File: config.mk
export PLATFORM = sky130hd
export DESIGN_NAME = lir_div
export DESIGN_NICKNAME = d
export VERILOG_FILES = /design/src/lir_div.sv
export SDC_FILE = /design/constraint.sdc
export NUM_CORES = 1
export LEC_CHECK = 0
export ABC_AREA = 1
export BUFFER_PORTS_ARGS = -buffer_cell sky130_fd_sc_hd__buf_2
export CELL_PAD_IN_SITES_DETAIL_PLACEMENT = 1
export CELL_PAD_IN_SITES_GLOBAL_PLACEMENT = 1
export CORE_AREA = 2 2 120 122
export DETAILED_ROUTE_END_ITERATION = 16
export DIE_AREA = 0 0 122 124
export GPL_TIMING_DRIVEN = 1
export PLACE_DENSITY = 0.84
export SLEW_MARGIN = 10
export SYNTH_ARGS = -nofsm -noshare
export SYNTH_HDL_FRONTEND = slang
export SYNTH_SLANG_ARGS = --single-unit
File: constraint.sdc
create_clock -name clk -period 5.32 [get_ports clk]
set_clock_uncertainty 0.1 [all_clocks]
set_input_delay 0.266 -clock clk [delete_from_list [all_inputs] [get_ports clk]]
set_output_delay 0.266 -clock clk [all_outputs]
set_load 0.02 [all_outputs]
File: src/lir_div.sv
// Restoring divider, one quotient bit per cycle, with a selectable step count.
`default_nettype none

module lir_div #(
  parameter int N_W = 42,
  parameter int D_W = 21
) (
  input  wire logic                       clk,
  input  wire logic                       rst_n,
  input  wire logic                       start,
  input  wire logic [$clog2(N_W+1)-1:0]   steps,
  input  wire logic [N_W-1:0]             dividend,
  input  wire logic [D_W-1:0]             divisor,
  output logic                            done,
  output logic      [N_W-1:0]             quotient,
  output logic      [D_W-1:0]             remainder
);

  localparam int C_W = $clog2(N_W+1);

  logic           busy_r;
  logic           done_r;
  logic [C_W-1:0] cnt_r;
  logic [N_W-1:0] dvd_r;
  logic [D_W-1:0] dvs_r;
  logic [D_W-1:0] rem_r;

  logic [D_W:0]   shifted;
  logic [D_W:0]   diff;
  logic           ge;

  assign shifted = {rem_r, dvd_r[N_W-1]};
  assign diff    = shifted - {1'b0, dvs_r};
  assign ge      = shifted >= {1'b0, dvs_r};

  always_ff @(posedge clk) begin
    if (!rst_n) begin
      busy_r <= 1'b0;
      done_r <= 1'b0;
      cnt_r  <= '0;
    end else begin
      done_r <= 1'b0;
      if (start) begin
        busy_r <= 1'b1;
        cnt_r  <= steps;
      end else if (busy_r) begin
        cnt_r <= cnt_r - C_W'(1);
        if (cnt_r == C_W'(1)) begin
          busy_r <= 1'b0;
          done_r <= 1'b1;
        end
      end
    end
  end

  always_ff @(posedge clk) begin
    if (start) begin
      dvd_r <= dividend;
      dvs_r <= divisor;
      rem_r <= '0;
    end else if (busy_r) begin
      // quotient bits shift in where dividend bits leave
      dvd_r <= {dvd_r[N_W-2:0], ge};
      rem_r <= ge ? diff[D_W-1:0] : shifted[D_W-1:0];
    end
  end

  assign done      = done_r;
  assign quotient  = dvd_r;
  assign remainder = rem_r;

endmodule

`default_nettype wire

==> flow_metrics.env <==
export IMPL_outcome="finished, final reports clean"
export IMPL_ys_seq_area_frac=0.455
export IMPL_initial_utilization=0.396
export IMPL_cap_violations=0
export IMPL_first_iter_violations=142
export IMPL_power_leakage_nw=3.57
export IMPL_portBuffers=135
export IMPL_drcViolationCount=0
export IMPL_rsz0062_at_grt="false"
export IMPL_synth_cell_types=35
export IMPL_synth_top_area_frac=0.348
export IMPL_arrival_ns=2.90
export IMPL_track_usage=0.232
export IMPL_ir_worst_vdd_mv=0.131
export IMPL_hold_viol=0
export IMPL_synthMostInstantiatedCell="nand2_1"
export IMPL_htree_levels=3
export IMPL_row_count=43
export IMPL_multi_input_comb_area_um2=2410
export IMPL_drive_above_1_share=0.209
export IMPL_max_freq_mhz=367
export IMPL_utilization=0.489
export IMPL_fin_hold_ws_ns=0.00703
export IMPL_dieArea_um2=15100
export IMPL_grt_overflow_total=0
export IMPL_routed_wl_um=16600
export IMPL_syn_nets=807
export IMPL_period_needed_ns=2.72
export IMPL_worstSkewPairLatency_ns=0.35
export IMPL_grt_antenna_before_repair=0
export IMPL_cts_sinks=92
export IMPL_vias=5118
export IMPL_core_area_um2=13700
export IMPL_power_density_nw_per_um2=272
export IMPL_synth_edf_count=63
export IMPL_diodes=0
export IMPL_io_pins=136
export IMPL_yosys_most_used_dff="edfxtp_1"
export IMPL_setup_tns_final_ns=0
export IMPL_nNetsFinal=956
export IMPL_first_pass_iters=4
export IMPL_die_height_um=124
export IMPL_cts_resized=0
export IMPL_path_clk_slew_ns=0.07
export IMPL_busiest_layer="met2"
export IMPL_setup_slack_ns=2.60
export IMPL_relSlewSlack=0.458
export IMPL_synthTopCellsByArea="edfxtp_1 (35%), nand2_1 (21%), dfxtp_1 (11%)"
export IMPL_grt_use_met2=0.414
export IMPL_dp_hpwl_um=12300
export IMPL_grt_max_degree=70
export IMPL_async_flop_share=0
export IMPL_slew_violations=0
export IMPL_clockBufferDepth=2
export IMPL_synth_area_um2=5430
export IMPL_first_global_vias=5498
export IMPL_syn_inst=711
export IMPL_period_share=0.512
export IMPL_grt_pass1_wl_um=27100
export IMPL_path_cells="inv_1, ha_1, inv_1, fa_1, nand2_1, nand2_1, nand3_2, nand2_2, nand2_1, nand2_2, nand2_4, nand2_4, nand2_1, nand2_1, o21ai_1"
export IMPL_total_power_mw=1.83
export IMPL_regArea_um2=2470
export IMPL_routedWlPerCell_um=15.9
export IMPL_synth_area_leader_cell="edfxtp_1"
export IMPL_vias_per_cell=4.90
export IMPL_worstPathRequired_ns=5.50
export IMPL_ant_nets=0
export IMPL_use_met3=0.0582
export IMPL_use_met1=0.268
export IMPL_synthTopCellsByCount="nand2_1 (298), inv_1 (104), edfxtp_1 (63), nand3_1 (47), dfxtp_1 (29)"
export IMPL_critical_path_slowest_cell="fa_1"
export IMPL_fillers=1775
export IMPL_die_width_um=122
export IMPL_crit_top_cell="nand2_1"
export IMPL_path_class="register to register"
export IMPL_root_buffer="clkbuf_16"
export IMPL_area_growth_pct=23.5
export IMPL_yosys_warnings=0
export IMPL_min_path_type="input port to register"
export IMPL_cp_end_kind="register"
export IMPL_synth_seq_cells=92
export IMPL_tightest_slew_ns=0.812
export IMPL_dp_slack_ns=2.54
export IMPL_numCtsBuffers=9
export IMPL_cts_tree="done"
export IMPL_gp_congestion=0.919
export IMPL_cp_max_fo=23
export IMPL_syn_area_per_cell_um2=7.64
export IMPL_timing_critical_path_from_type="register"
export IMPL_cp_slowest_stage_delay_ns=0.41
export IMPL_setup_viol_count_final=0
==> worst max-delay path, delay by kind of cell (launching register included) <==
family / cells / cell delay, ns
buffers and inverters: 2 / 0.16
AO/OA/AOI/OAI: 1 / 0.14
adder cells (fa/ha/maj): 2 / 0.56
flip-flops: 1 / 0.38
AND/OR/NAND/NOR: 10 / 1.30
==> stage by stage <==
step                      area (um^2)  instances
after CTS                        6710       1045
after floorplan                  5430        711
after global placement           6200       1009
final                            6710       1045
after detailed placement         6210       1009
after global routing             6710       1045
==> cell type report <==
type / count / area share
sequential: 92 / 0.369
multi-input combinational: 491 / 0.359
timing repair buffer: 157 / 0.133
inverter: 109 / 0.0610
clock buffer: 10 / 0.0341
tap: 180 / 0.0336
clock inverter: 6 / 0.0108
==> power breakdown <==
part | internal (mW) | switching [mW] | leakage, nW
sequential | 0.828 | 0.0305 | 0.872
clock | 0.371 | 0.295 | 0.149
combinational | 0.105 | 0.197 | 2.55
==> layer usage <==
layer	up-vias	part of all wire
li1	2540	-
met1	2410	0.42
met2	136	0.49
met3	32	0.059
met4	0	0.029
met5	-	0
==> worst paths after layout <==
| path | start | to | slack, ns | cells past startpoint |
|---|---|---|---|---|
| worst min register to register | remainder[20] | remainder[20] | 0.40 | 2 |
| worst max-delay path | quotient[41] | remainder[2] | 2.60 | 15 |
| worst min-delay path | divisor[10] | dvs_r[10] | 0.007 | 1 |
| worst max register to register | quotient[41] | remainder[2] | 2.60 | 15 |
==> state kept, by name, indices dropped and copies added (netlist names) <==
signal     flops
busy_r         1
cnt_r          6
dvs_r         21
quotient      42
done           1
remainder     21
==> cell families (layout without fill, tap and decap cells) <==
kind of cell	count (synthesis)	in the layout	share of synthesized area
fa+ha+maj	24	24	0.0567
simple gates	417	417	0.332
compound gates	42	42	0.0412
xor+xnor	8	8	0.0129
buf+inv	128	282	0.102
flops	92	92	0.455
==> placed cells by master, fill, tap and decap left out, types with 9 or more instances in the layout <==
cell and instances:
dlygate4sd3_1 20, clkbuf_16 9, nor2_1 27, dfxtp_1 29
a21oi_1 16, o21ai_1 12, nand3_2 9, buf_2 135
nand3_1 47, inv_1 103, edfxtp_1 63, ha_1 23
nand3b_1 13, nand2_1 298
==> what timing repair did <==
item	CTS	global route
setup buffers	0	0
endpoints found under the hold margin	20	0
hold buffers	20	0
Power figures use the tool's default switching activity.
